### src/rtl/core/clcd_pkg.sv
// Package with shared types, constants and tables of the character LCD controller.
`default_nettype none
package clcd_pkg;

	localparam int TIMER_WIDTH_DEF = 20;
	localparam int CFG_WIDTH = 20;
	localparam int APB_ADDR_W = 5;
	localparam int APB_DATA_W = 32;

	localparam logic [CFG_WIDTH-1:0] POWER_ON_WAIT_RST = 20'd100000;
	localparam logic [CFG_WIDTH-1:0] INIT_PULSE_WAIT_RST = 20'd5000;
	localparam logic [CFG_WIDTH-1:0] ENABLE_HIGH_TIME_RST = 20'd50;
	localparam logic [CFG_WIDTH-1:0] DATA_SETTLE_TIME_RST = 20'd50;
	localparam logic [CFG_WIDTH-1:0] COMMAND_SETTLE_TIME_RST = 20'd5000;
	localparam logic [CFG_WIDTH-1:0] NIBBLE_SETUP_TIME_RST = 20'd100000;

	localparam logic [2:0] REG_POWER_ON_WAIT = 3'd0;
	localparam logic [2:0] REG_INIT_PULSE_WAIT = 3'd1;
	localparam logic [2:0] REG_ENABLE_HIGH_TIME = 3'd2;
	localparam logic [2:0] REG_DATA_SETTLE_TIME = 3'd3;
	localparam logic [2:0] REG_COMMAND_SETTLE_TIME = 3'd4;
	localparam logic [2:0] REG_NIBBLE_SETUP_TIME = 3'd5;

	localparam logic [1:0] ACT_TICK = 2'd0;
	localparam logic [1:0] ACT_COMMAND = 2'd1;
	localparam logic [1:0] ACT_DATA = 2'd2;
	localparam logic [1:0] ACT_POSITION = 2'd3;

	localparam logic [7:0] CMD_SET_DDRAM = 8'h80;

	typedef struct packed {
		logic [CFG_WIDTH-1:0] power_on_wait;
		logic [CFG_WIDTH-1:0] init_pulse_wait;
		logic [CFG_WIDTH-1:0] enable_high_time;
		logic [CFG_WIDTH-1:0] data_settle_time;
		logic [CFG_WIDTH-1:0] command_settle_time;
		logic [CFG_WIDTH-1:0] nibble_setup_time;
	} cfg_t;

	typedef struct packed {
		logic       init_done;
		logic       rejected;
		logic       busy_res;
		logic [3:0] data_nibble;
		logic       en_level;
		logic       rs_level;
	} result_t;

	function automatic logic [7:0] init_cmd(input logic [2:0] idx);
		logic [7:0] c;
		case (idx)
			3'd0: c = 8'h28;
			3'd1: c = 8'h08;
			3'd2: c = 8'h01;
			3'd3: c = 8'h06;
			3'd4: c = 8'h0C;
			default: c = 8'h0C;
		endcase
		return c;
	endfunction

	function automatic logic [7:0] row_offset(input logic [1:0] row);
		logic [7:0] o;
		case (row)
			2'd0: o = 8'h00;
			2'd1: o = 8'h40;
			2'd2: o = 8'h60;
			default: o = 8'h20;
		endcase
		return o;
	endfunction

endpackage
`default_nettype wire

### src/rtl/core/char_lcd_4bit_interface_top.sv
// Top level of the 4-bit character LCD controller.
// Request words enter on the s_axis channel: tuser carries the action (tick, command byte,
// data byte, set position) and tdata the byte, column and row. Every accepted word gives
// exactly one result word on the m_axis channel with the bus line levels (rs, en, four data
// lines), busy, rejected and init-done flags as they stand after that word.
// A word is registered at acceptance and applied to the sequencer once the result register
// is free, which loads the sequencer state; the state update is a single sequencer pass.
// One word per cycle is sustained while the receiver takes each result.
// After reset the controller is busy and runs the power-on sequence, paced by tick words;
// command, data and position words that arrive while busy are answered with rejected set.
// APB-written timing registers act on the next timer load, but power_on_wait is never read.
// If the receiver stalls, the result holds, one further word is taken into the input
// register, and s_axis_tready then drops until the result is taken.
`default_nettype none
module char_lcd_4bit_interface_top #(
	parameter int TIMER_WIDTH = clcd_pkg::TIMER_WIDTH_DEF
) (
	input  wire logic                             clk,
	input  wire logic                             arst_n,
	input  wire logic                             s_axis_tvalid,
	output logic                                  s_axis_tready,
	// Bits from low: byte_value[7:0], column[12:8], row[14:13], zero [15].
	input  wire logic [15:0]                      s_axis_tdata,
	// Bits from low: action[1:0].
	input  wire logic [1:0]                       s_axis_tuser,
	output logic                                  m_axis_tvalid,
	input  wire logic                             m_axis_tready,
	// Bits from low: rs_level[0], en_level[1], data_nibble[5:2], busy_res[6],
	// rejected[7], init_done[8], zero [15:9].
	output logic [15:0]                           m_axis_tdata,
	input  wire logic                             psel,
	input  wire logic                             penable,
	input  wire logic                             pwrite,
	input  wire logic [clcd_pkg::APB_ADDR_W-1:0]  paddr,
	input  wire logic [clcd_pkg::APB_DATA_W-1:0]  pwdata,
	output logic      [clcd_pkg::APB_DATA_W-1:0]  prdata,
	output logic                                  pready
);

	logic        valid_s1;
	logic [1:0]  action_s1;
	logic [7:0]  byte_s1;
	logic [4:0]  column_s1;
	logic [1:0]  row_s1;
	logic        out_valid_q;
	logic        step;
	clcd_pkg::cfg_t    cfg;
	clcd_pkg::result_t result;

	assign step = valid_s1 & (~out_valid_q | m_axis_tready);
	assign s_axis_tready = ~valid_s1 | step;

	always_ff @(posedge clk or negedge arst_n) begin
		if (!arst_n) begin
			valid_s1 <= 1'b0;
			out_valid_q <= 1'b0;
		end else begin
			if (s_axis_tready) begin
				valid_s1 <= s_axis_tvalid;
			end
			if (step) begin
				out_valid_q <= 1'b1;
			end else if (m_axis_tready) begin
				out_valid_q <= 1'b0;
			end
		end
	end

	always_ff @(posedge clk) begin
		if (s_axis_tready && s_axis_tvalid) begin
			action_s1 <= s_axis_tuser;
			byte_s1 <= s_axis_tdata[7:0];
			column_s1 <= s_axis_tdata[12:8];
			row_s1 <= s_axis_tdata[14:13];
		end
	end

	clcd_cfg u_cfg (
		.clk     (clk),
		.arst_n  (arst_n),
		.psel    (psel),
		.penable (penable),
		.pwrite  (pwrite),
		.paddr   (paddr),
		.pwdata  (pwdata),
		.prdata  (prdata),
		.cfg     (cfg)
	);

	clcd_seq #(
		.TIMER_WIDTH (TIMER_WIDTH)
	) u_seq (
		.clk        (clk),
		.arst_n     (arst_n),
		.step       (step),
		.action     (action_s1),
		.byte_value (byte_s1),
		.column     (column_s1),
		.row        (row_s1),
		.cfg        (cfg),
		.result     (result)
	);

	assign pready = 1'b1;
	assign m_axis_tvalid = out_valid_q;
	assign m_axis_tdata = {7'd0, result};

endmodule
`default_nettype wire

### src/rtl/core/clcd_cfg.sv
// APB register file holding the six timing registers of the LCD controller.
`default_nettype none
module clcd_cfg (
	input  wire logic                              clk,
	input  wire logic                              arst_n,
	input  wire logic                              psel,
	input  wire logic                              penable,
	input  wire logic                              pwrite,
	input  wire logic [clcd_pkg::APB_ADDR_W-1:0]   paddr,
	input  wire logic [clcd_pkg::APB_DATA_W-1:0]   pwdata,
	output logic      [clcd_pkg::APB_DATA_W-1:0]   prdata,
	output clcd_pkg::cfg_t                         cfg
);

	logic [2:0] reg_idx;
	logic       wr_en;
	logic [clcd_pkg::CFG_WIDTH-1:0] wdata;
	logic [clcd_pkg::CFG_WIDTH-1:0] rdata;
	clcd_pkg::cfg_t cfg_q;

	assign reg_idx = paddr[4:2];
	assign wr_en = psel & penable & pwrite;
	assign wdata = pwdata[clcd_pkg::CFG_WIDTH-1:0];

	always_ff @(posedge clk or negedge arst_n) begin
		if (!arst_n) begin
			cfg_q.power_on_wait <= clcd_pkg::POWER_ON_WAIT_RST;
			cfg_q.init_pulse_wait <= clcd_pkg::INIT_PULSE_WAIT_RST;
			cfg_q.enable_high_time <= clcd_pkg::ENABLE_HIGH_TIME_RST;
			cfg_q.data_settle_time <= clcd_pkg::DATA_SETTLE_TIME_RST;
			cfg_q.command_settle_time <= clcd_pkg::COMMAND_SETTLE_TIME_RST;
			cfg_q.nibble_setup_time <= clcd_pkg::NIBBLE_SETUP_TIME_RST;
		end else if (wr_en) begin
			case (reg_idx)
				clcd_pkg::REG_POWER_ON_WAIT: cfg_q.power_on_wait <= wdata;
				clcd_pkg::REG_INIT_PULSE_WAIT: cfg_q.init_pulse_wait <= wdata;
				clcd_pkg::REG_ENABLE_HIGH_TIME: cfg_q.enable_high_time <= wdata;
				clcd_pkg::REG_DATA_SETTLE_TIME: cfg_q.data_settle_time <= wdata;
				clcd_pkg::REG_COMMAND_SETTLE_TIME: cfg_q.command_settle_time <= wdata;
				clcd_pkg::REG_NIBBLE_SETUP_TIME: cfg_q.nibble_setup_time <= wdata;
				default: ;
			endcase
		end
	end

	always_comb begin
		case (reg_idx)
			clcd_pkg::REG_POWER_ON_WAIT: rdata = cfg_q.power_on_wait;
			clcd_pkg::REG_INIT_PULSE_WAIT: rdata = cfg_q.init_pulse_wait;
			clcd_pkg::REG_ENABLE_HIGH_TIME: rdata = cfg_q.enable_high_time;
			clcd_pkg::REG_DATA_SETTLE_TIME: rdata = cfg_q.data_settle_time;
			clcd_pkg::REG_COMMAND_SETTLE_TIME: rdata = cfg_q.command_settle_time;
			clcd_pkg::REG_NIBBLE_SETUP_TIME: rdata = cfg_q.nibble_setup_time;
			default: rdata = '0;
		endcase
	end

	assign prdata = {{(clcd_pkg::APB_DATA_W-clcd_pkg::CFG_WIDTH){1'b0}}, rdata};
	assign cfg = cfg_q;

endmodule
`default_nettype wire

### src/rtl/core/clcd_seq.sv
// Bus sequencer of the LCD controller: init sequence, byte transfers and timers.
`default_nettype none
module clcd_seq #(
	parameter int TIMER_WIDTH = clcd_pkg::TIMER_WIDTH_DEF
) (
	input  wire logic           clk,
	input  wire logic           arst_n,
	input  wire logic           step,
	input  wire logic [1:0]     action,
	input  wire logic [7:0]     byte_value,
	input  wire logic [4:0]     column,
	input  wire logic [1:0]     row,
	input  wire clcd_pkg::cfg_t cfg,
	output clcd_pkg::result_t   result
);

	localparam logic [3:0] PH_POWER = 4'd0;
	localparam logic [3:0] PH_SETUP = 4'd1;
	localparam logic [3:0] PH_HIGH = 4'd2;
	localparam logic [3:0] PH_SETTLE = 4'd3;
	localparam logic [3:0] PH_IDLE = 4'd4;

	logic [3:0]             phase_q, phase_n;
	logic [TIMER_WIDTH-1:0] cd_q, cd_n, cd_dec;
	logic [3:0]             init_step_q, init_step_n, step_inc;
	logic [7:0]             held_q, held_n;
	logic                   second_q, second_n;
	logic                   is_data_q, is_data_n;
	logic                   rs_q, rs_n;
	logic                   en_q, en_n;
	logic [3:0]             nib_q, nib_n;
	logic                   ready_q, ready_n;
	logic                   rej_q, rej_n;
	logic                   idle;
	logic                   adv;
	logic                   sb_req, sb_data;
	logic [7:0]             sb_byte;
	logic                   raw_req;
	logic [3:0]             raw_nib;

	assign cd_dec = cd_q - 1'b1;
	assign step_inc = init_step_q + 4'd1;
	assign idle = (phase_q >= PH_IDLE);

	always_comb begin
		phase_n = phase_q;
		cd_n = cd_q;
		init_step_n = init_step_q;
		held_n = held_q;
		second_n = second_q;
		is_data_n = is_data_q;
		rs_n = rs_q;
		en_n = en_q;
		nib_n = nib_q;
		ready_n = ready_q;
		rej_n = 1'b0;
		adv = 1'b0;
		sb_req = 1'b0;
		sb_data = 1'b0;
		sb_byte = '0;
		raw_req = 1'b0;
		raw_nib = 4'd3;

		if (action == clcd_pkg::ACT_TICK) begin
			if (!idle) begin
				if (cd_q != '0) begin
					cd_n = cd_dec;
					adv = (cd_dec == '0);
				end else begin
					adv = 1'b1;
				end
			end
		end else if (!idle) begin
			rej_n = 1'b1;
		end else if (action == clcd_pkg::ACT_COMMAND) begin
			sb_req = 1'b1;
			sb_byte = byte_value;
		end else if (action == clcd_pkg::ACT_DATA) begin
			sb_req = 1'b1;
			sb_data = 1'b1;
			sb_byte = byte_value;
		end else if (!column[4]) begin
			sb_req = 1'b1;
			sb_byte = clcd_pkg::CMD_SET_DDRAM | {4'd0, column[3:0]} | clcd_pkg::row_offset(row);
		end

		if (adv) begin
			case (phase_q)
				PH_POWER: begin
					init_step_n = '0;
					raw_req = 1'b1;
				end
				PH_SETUP: begin
					en_n = 1'b1;
					phase_n = PH_HIGH;
					cd_n = TIMER_WIDTH'(cfg.enable_high_time);
				end
				PH_HIGH: begin
					en_n = 1'b0;
					if (!ready_q && init_step_q < 4'd4) begin
						phase_n = PH_SETTLE;
						cd_n = TIMER_WIDTH'(cfg.init_pulse_wait);
					end else if (!second_q) begin
						second_n = 1'b1;
						nib_n = held_q[3:0];
						phase_n = PH_SETUP;
						cd_n = TIMER_WIDTH'(cfg.nibble_setup_time);
					end else begin
						phase_n = PH_SETTLE;
						cd_n = is_data_q ? TIMER_WIDTH'(cfg.data_settle_time)
						                 : TIMER_WIDTH'(cfg.command_settle_time);
					end
				end
				PH_SETTLE: begin
					if (ready_q) begin
						phase_n = PH_IDLE;
					end else begin
						init_step_n = step_inc;
						if (step_inc < 4'd3) begin
							raw_req = 1'b1;
						end else if (step_inc == 4'd3) begin
							raw_req = 1'b1;
							raw_nib = 4'd2;
						end else if (step_inc <= 4'd8) begin
							sb_req = 1'b1;
							sb_byte = clcd_pkg::init_cmd(3'(step_inc - 4'd4));
						end else begin
							init_step_n = 4'd9;
							ready_n = 1'b1;
							phase_n = PH_IDLE;
						end
					end
				end
				default: phase_n = PH_IDLE;
			endcase
		end

		if (raw_req) begin
			rs_n = 1'b0;
			en_n = 1'b0;
			nib_n = raw_nib;
			phase_n = PH_SETUP;
			cd_n = '0;
		end
		if (sb_req) begin
			held_n = sb_byte;
			is_data_n = sb_data;
			rs_n = sb_data;
			second_n = 1'b0;
			en_n = 1'b0;
			nib_n = sb_byte[7:4];
			phase_n = PH_SETUP;
			cd_n = TIMER_WIDTH'(cfg.nibble_setup_time);
		end
	end

	always_ff @(posedge clk or negedge arst_n) begin
		if (!arst_n) begin
			phase_q <= PH_POWER;
			cd_q <= TIMER_WIDTH'(clcd_pkg::POWER_ON_WAIT_RST);
			init_step_q <= '0;
			held_q <= '0;
			second_q <= 1'b0;
			is_data_q <= 1'b0;
			rs_q <= 1'b0;
			en_q <= 1'b0;
			nib_q <= '0;
			ready_q <= 1'b0;
			rej_q <= 1'b0;
		end else if (step) begin
			phase_q <= phase_n;
			cd_q <= cd_n;
			init_step_q <= init_step_n;
			held_q <= held_n;
			second_q <= second_n;
			is_data_q <= is_data_n;
			rs_q <= rs_n;
			en_q <= en_n;
			nib_q <= nib_n;
			ready_q <= ready_n;
			rej_q <= rej_n;
		end
	end

	assign result.rs_level = rs_q;
	assign result.en_level = en_q;
	assign result.data_nibble = nib_q;
	assign result.busy_res = ~idle;
	assign result.rejected = rej_q;
	assign result.init_done = ready_q;

endmodule
`default_nettype wire

### config.mk
export PLATFORM = sky130hd
export DESIGN_NAME = char_lcd_4bit_interface_top
export DESIGN_NICKNAME = d
export VERILOG_FILES = /design/src/rtl/core/clcd_pkg.sv /design/src/rtl/core/char_lcd_4bit_interface_top.sv /design/src/rtl/core/clcd_cfg.sv /design/src/rtl/core/clcd_seq.sv
export SDC_FILE = /design/constraint.sdc
export NUM_CORES = 1
export LEC_CHECK = 0
export BUFFER_PORTS_ARGS = -buffer_cell sky130_fd_sc_hd__buf_2
export CORE_AREA = 2 2 186 188
export DETAILED_ROUTE_END_ITERATION = 6
export DIE_AREA = 0 0 188 190
export HOLD_SLACK_MARGIN = 0.06
export PLACE_DENSITY = 0.51
export SYNTH_ARGS = -nofsm -noshare
export SYNTH_HDL_FRONTEND = slang
export SYNTH_SLANG_ARGS = --single-unit
### constraint.sdc
create_clock -name clk -period 4.7 [get_ports clk]
set_clock_uncertainty 0.05 [all_clocks]
set_input_delay 0.94 -clock clk [delete_from_list [all_inputs] [get_ports clk]]
set_output_delay 0.94 -clock clk [all_outputs]
set_load 0.05 [all_outputs]
; ---- Word-level counts from Yosys, hierarchy flattened
; Cells that the tools add are included.
[op_classes]
add_sub_neg = 3
magnitude_cmp = 4
n_eq_ne = 24
n_mux = 96
bitwise_logic = 9
reduce_logical = 32
[ops]
columns = operator, n
row1 = $mux 20, 9
row2 = $mux 8, 16
row3 = $pmux 20 s6, 1
row4 = $mux 4, 22
row5 = $mux 1, 40
row6 = $pmux 20 s2, 1
row7 = $pmux 6 s4, 1
row8 = $pmux 7 s3, 1
row9 = $logic_not 20->1, 1
row10 = $reduce_bool 20->1, 1
row11 = $sub 20x1->20 const B, 1
row12 = $pmux 4 s4, 1
row13 = $reduce_and 2->1, 8
row14 = $ne 5x2->1 const B, 3
row15 = $eq 3x2->1 const B, 4
row16 = $eq 4x2->1 const B, 3
row17 = $reduce_bool 2->1, 5
row18 = $or 8x8->8, 1
row19 = $pmux 4 s2, 1
row20 = $reduce_and 4->1, 2
row21 = $eq 3x1->1 const B, 2
row22 = $eq 3x3->1 const B, 2
row23 = $logic_not 3->1, 2
row24 = $ne 3x1->1 const B, 2
row25 = other kinds (26), 38
[totals]
regBits = 181
inputBits = 62
word_cells = 191

; ---- Logic depth before layout (Yosys ltp)
[depth]
depth_word = 20
mapped_depth = 13
depth_no_buf = 10

; ---- By module
; A second synthesis with hierarchy kept.
[hier_totals]
hier_cells = 979
area_unflattened_um2 = 10613.9
[modules_own_cells]
columns = module, instances, cells_per_inst, area_per_inst_um2
row1 = clcd_cfg, 1, 408, 5791.8
row2 = clcd_seq, 1, 536, 4140.2
row3 = char_lcd_4bit_interface_top, 1, 35, 681.9

; ---- Least setup slack after synthesis
; OpenSTA, ideal clock, no wires.
[synth_path]
path_kind = input-to-output
start = input port paddr[3] (netlist name)
end = output port prdata[0] (netlist name)
t_arrival_ns = 2.055
required_ns = 3.710
slack_ns = 1.655
path_stages = 4
path_buffers = 1
path_cell_list = nor3b_1 > clkbuf_1 > a22oi_1 > nand3_1
[synth_between]
elab_chain_cells = 2
word_cells_on_any_way = 7
[synth_lines]
columns = item, line
row1 = "start, declared", char_lcd_4bit_interface_top.sv:34  ; input wire logic [clcd_pkg::APB_ADDR_W-1:0] paddr,
row2 = $eq 3x3->1 (tied with other cells), clcd_cfg.sv:47  ; case (reg_idx)
row3 = $pmux 20 s6 *, clcd_cfg.sv:47
row4 = "end, declared", char_lcd_4bit_interface_top.sv:36  ; output logic [clcd_pkg::APB_DATA_W-1:0] prdata,
; Mark *: on every way between the ends. The rest lies on a longest branch, timed or not.

; ---- Final worst setup path
[layout_path]
start = register u_seq.cd_q[1]
end = register u_seq.cd_q[19]
[layout_between]
elab_chain_cells = 8
word_cells_on_any_way = 15
[layout_lines]
columns = item, line
row1 = "start, declared", clcd_seq.sv:24  ; logic [TIMER_WIDTH-1:0] cd_q, cd_n, cd_dec;
row2 = "start signal, assigned", clcd_seq.sv:160  ; cd_q <= TIMER_WIDTH'(clcd_pkg::POWER_ON_WAIT_RST);
row3 = "start signal, assigned", clcd_seq.sv:172  ; cd_q <= cd_n;
row4 = $sub 20x1->20 or $reduce_bool 20->1 (tied branches), "clcd_seq.sv:41, clcd_seq.sv:66"
row5 = $logic_not 20->1 or $mux 20 (tied branches), "clcd_seq.sv:68, clcd_seq.sv:66"
row6 = $mux 1 or $mux 20 (tied branches), "clcd_seq.sv:66, clcd_seq.sv:65"
row7 = $mux 1 or $mux 20 (tied branches), "clcd_seq.sv:65, clcd_seq.sv:64"
row8 = $mux 1 or $pmux 20 s2 (tied branches), "clcd_seq.sv:64, clcd_seq.sv:88"
row9 = $mux 20 or $mux 1 (tied branches), clcd_seq.sv:87  ; if (adv) begin
row10 = $mux 20, clcd_seq.sv:138  ; if (raw_req) begin
row11 = $mux 20 *, clcd_seq.sv:145  ; if (sb_req) begin
; Marks and branches as above.
; A chain may end at the register's enable or synchronous reset.

==> run_results.csv <==
group,metric,value,unit
run_status,status,"completed",
job,drv_cap,0,
detailed_routing,drt_iter0_markers,598,
timing,rsz0062_at_grt,"no",
die,die_w,188,um
die,fp-row-count,68,
placed_design,place_congestion,0.921,
critical_path,critPathLaunchType,"flop",
critical_path,max_stage_delay,0.46,ns
clocking,path_clk_slew,0.08,ns
final_layout,diodes,0,
grt,antenna_found_initial,1,
critical_path,reg2reg_to,"u_seq.cd_q[19]",
logic_synthesis,ys.flop_type,"dfrtp_1",
die,initial_utilization,29.5,%
critical_path,crit_buf_inv,2,
timing,fin_crit,3.74,ns
logic_synthesis,synth_common_cells,"dfrtp_1, mux2_2, nor2_1",
final_layout,area_growth_syn_to_layout,14.4,%
die,ios,113,
final_layout,post_route_cells_drive_above_1_share,31.5,%
timing,slew_headroom,24.9,%
placed_design,dp_hpwl,19300,um
final_layout,final_nets,1097,
timing,fin_setup_tns,0,ns
grt,grt_pass1_vias,8041,
detailed_routing,wl_per_cell,19.4,um
clocking,cts_tree,"built",
clocking,cts_buffer_depth,2,
logic_synthesis,synth-edff-count,17,
timing,holdWs,0.452,ns
logic_synthesis,synth_area_leaders,"dfrtp_1, mux2_2, dfstp_2",
logic_synthesis,synth_top_area_share,32.3,%
timing,finalSetupViolations,0,
critical_path,crit_path_max_fanout,9,
die,fp.dieArea,35700,um2
grt,grt_max_degree,95,
logic_synthesis,ys_ff_latch,180,
clocking,cts-root-buf,"clkbuf_16",
placed_design,dpl_cell_area,10800,um2
detailed_routing,drc_errors,0,
critical_path,cp.required,4.98,ns
final_layout,stdcell_area,11400,um2
timing,hold_viol_final,0,
timing,slew_viol_final,0,
critical_path,cp_slowest_cell,"or4_4",
placed_design,place_ws,1.03,ns
grt,grt_pass1_wl,46300,um
clocking,clk_latency,0.45,ns
logic_synthesis,synthCells,971,
clocking,cts_sinks,180,
power,total_power,5.72,mW
detailed_routing,antenna_left,0,
logic_synthesis,yosys_warnings,0,
logic_synthesis,async_flop_share,90.6,%
power,power_leakage,4.66,nW
critical_path,worst-setup-path-type,"flop to flop",
logic_synthesis,syn_area_per_cell,10.3,um2
power,p_per_area,500,nW/um2
logic_synthesis,post-synth-top-count-cell,"dfrtp_1",
die,fp.dieH,190,um
logic_synthesis,yosys.area.top_type,"dfrtp_1",
timing,fmax,267,MHz
detailed_routing,vias,7957,
clocking,cts_post_setup_buffers_inserted,0,
detailed_routing,dr.pass1.iters,5,
logic_synthesis,seq_area_frac_synth,46.3,%
detailed_routing,via_per_inst,5.33,
critical_path,cp_cell_sequence,"inv_1 -> ha_1 -> or3b_1 -> or2_1 -> or4_4 -> a21oi_2 -> nand4_2 -> nand2_1 -> buf_4 -> a21oi_1 -> a221o_1",
die,core,33900,um2
critical_path,r2r_cells,11,
critical_path,r2r_slack,0.96,ns
hold_path,hp-start,"u_seq.rej_q",
critical_path,r2r-start,"u_seq.cd_q[1]",
critical_path,cp-end-kind,"flop",
critical_path,cp.arrival,4.02,ns
timing,worst_pin_slew,1.13,ns
critical_path,crit_family,"simple AND/OR/NAND/NOR gates",
power,ir_drop,0.000309,V
logic_synthesis,syn-cell-area,10000,um2
grt,overflow,0,
grt,grt_util_all_layers,16.6,%
timing,worst_slack,0.961,ns
hold_path,hold_end,"u_seq.rej_q",
hold_path,min_path_type,"flop to flop",
clocking,numCtsBuffers,17,
timing,fin_crit_sh,79.6,%
final_layout,n_fill_cell,3469,
clocking,holdBufCountCts,0,
clocking,cts_resized,0,
placed_design,io_buffers,77,
detailed_routing,drt_wl_total,29000,um
logic_synthesis,synthDistinctLibCells,73,
hold_path,holdPathStages,2,
clocking,htree_num_levels,4,
[worst max-delay path by stage]
stage | from | endpoint | slack (ns) | depth (start not counted)
final | u_seq.cd_q[1] | u_seq.cd_q[19] | 0.96 | 11
after global routing | u_seq.init_step_q[0] | u_seq.cd_q[11] | 0.67 | 11
after CTS | u_seq.cd_q[1] | u_seq.cd_q[19] | 1.02 | 11
after detailed placement | u_seq.cd_q[1] | u_seq.cd_q[19] | 1.03 | 11
after global placement | u_seq.cd_q[1] | u_seq.cd_q[19] | 1.07 | 11
after floorplan | paddr[3] | prdata[0] | 1.65 | 4
[cells by family after synthesis]
group / share of synthesized area [%]
buffers and inverters: 5.62
AND/OR/NAND/NOR: 12.3
multiplexers: 15.9
XOR/XNOR: 1.23
adder cells (fa/ha/maj): 1.25
flip-flops: 46.3
other: 0.0751
AO/OA/AOI/OAI: 17.3
[registers in the layout, indices dropped and copies added, names as in the netlist]
register,flops
u_cfg.cfg,120
u_seq.cd_q,20
byte_s1,8
column_s1,5
u_seq.held_q,4
u_seq.init_step_q,4
u_seq.nib_q,4
u_seq.phase_q,3
action_s1,2
row_s1,2
m_axis_tvalid,1
u_seq.en_q,1
u_seq.is_data_q,1
u_seq.ready_q,1
u_seq.rej_q,1
u_seq.rs_q,1
u_seq.second_q,1
valid_s1,1
[stage by stage]
step,std cells,utilization (%)
final,1493,33.7
after global routing,1493,33.7
after CTS,1493,33.7
after detailed placement,1461,31.9
after global placement,1461,31.9
after floorplan,989,-
[layout by cell type, fill, tap and decap left out, types with 18 or more instances in the layout]
cell type	Yosys	final
dfrtp_1	129	129
mux2_2	122	122
buf_2	5	76
a22oi_1	72	72
nor2_1	73	68
nand2_1	62	62
a21oi_1	53	52
dfstp_2	34	34
o21ai_0	32	32
nand3_1	31	31
buf_4	28	28
inv_1	22	22
mux2i_1	22	22
a211oi_1	21	21
conb_1	2	20
nor3_1	20	18
[cell type report]
type | count | area (um2) | share of cell area, %
Clock inverter | 14 | 168 | 1.46
Clock buffer | 18 | 439 | 3.84
Timing Repair Buffer | 106 | 622 | 5.43
Sequential cell | 180 | 4630 | 40.5
Inverter | 24 | 90.1 | 0.787
Multi-Input combinational cell | 696 | 4930 | 43.0
Tap cell | 455 | 569 | 4.97
[layer usage]
layer  vias up  share of wire [%]  global-route usage [%]
met2       261                 45                    26.0
met5         -                  0                       0
li1       3655                  -                       -
met4         0                1.9                    5.42
met3        53                5.1                    2.75
met1      3988                 48                    23.3
[tightest hold or removal path, delay by kind of cell (launching register included)]
kind | cells | cell delay [ns]
AOI/OAI and AO/OA | 1 | 0.06
DFF | 1 | 0.36
and+or+nand+nor | 1 | 0.05
[power breakdown]
part,switching (mW),internal [mW]
Clock,0.747,0.739
Sequential,0.401,1.97
Combinational,1.16,0.708
Total,2.30,3.41
No activity file was read; power rests on OpenSTA's default activity.
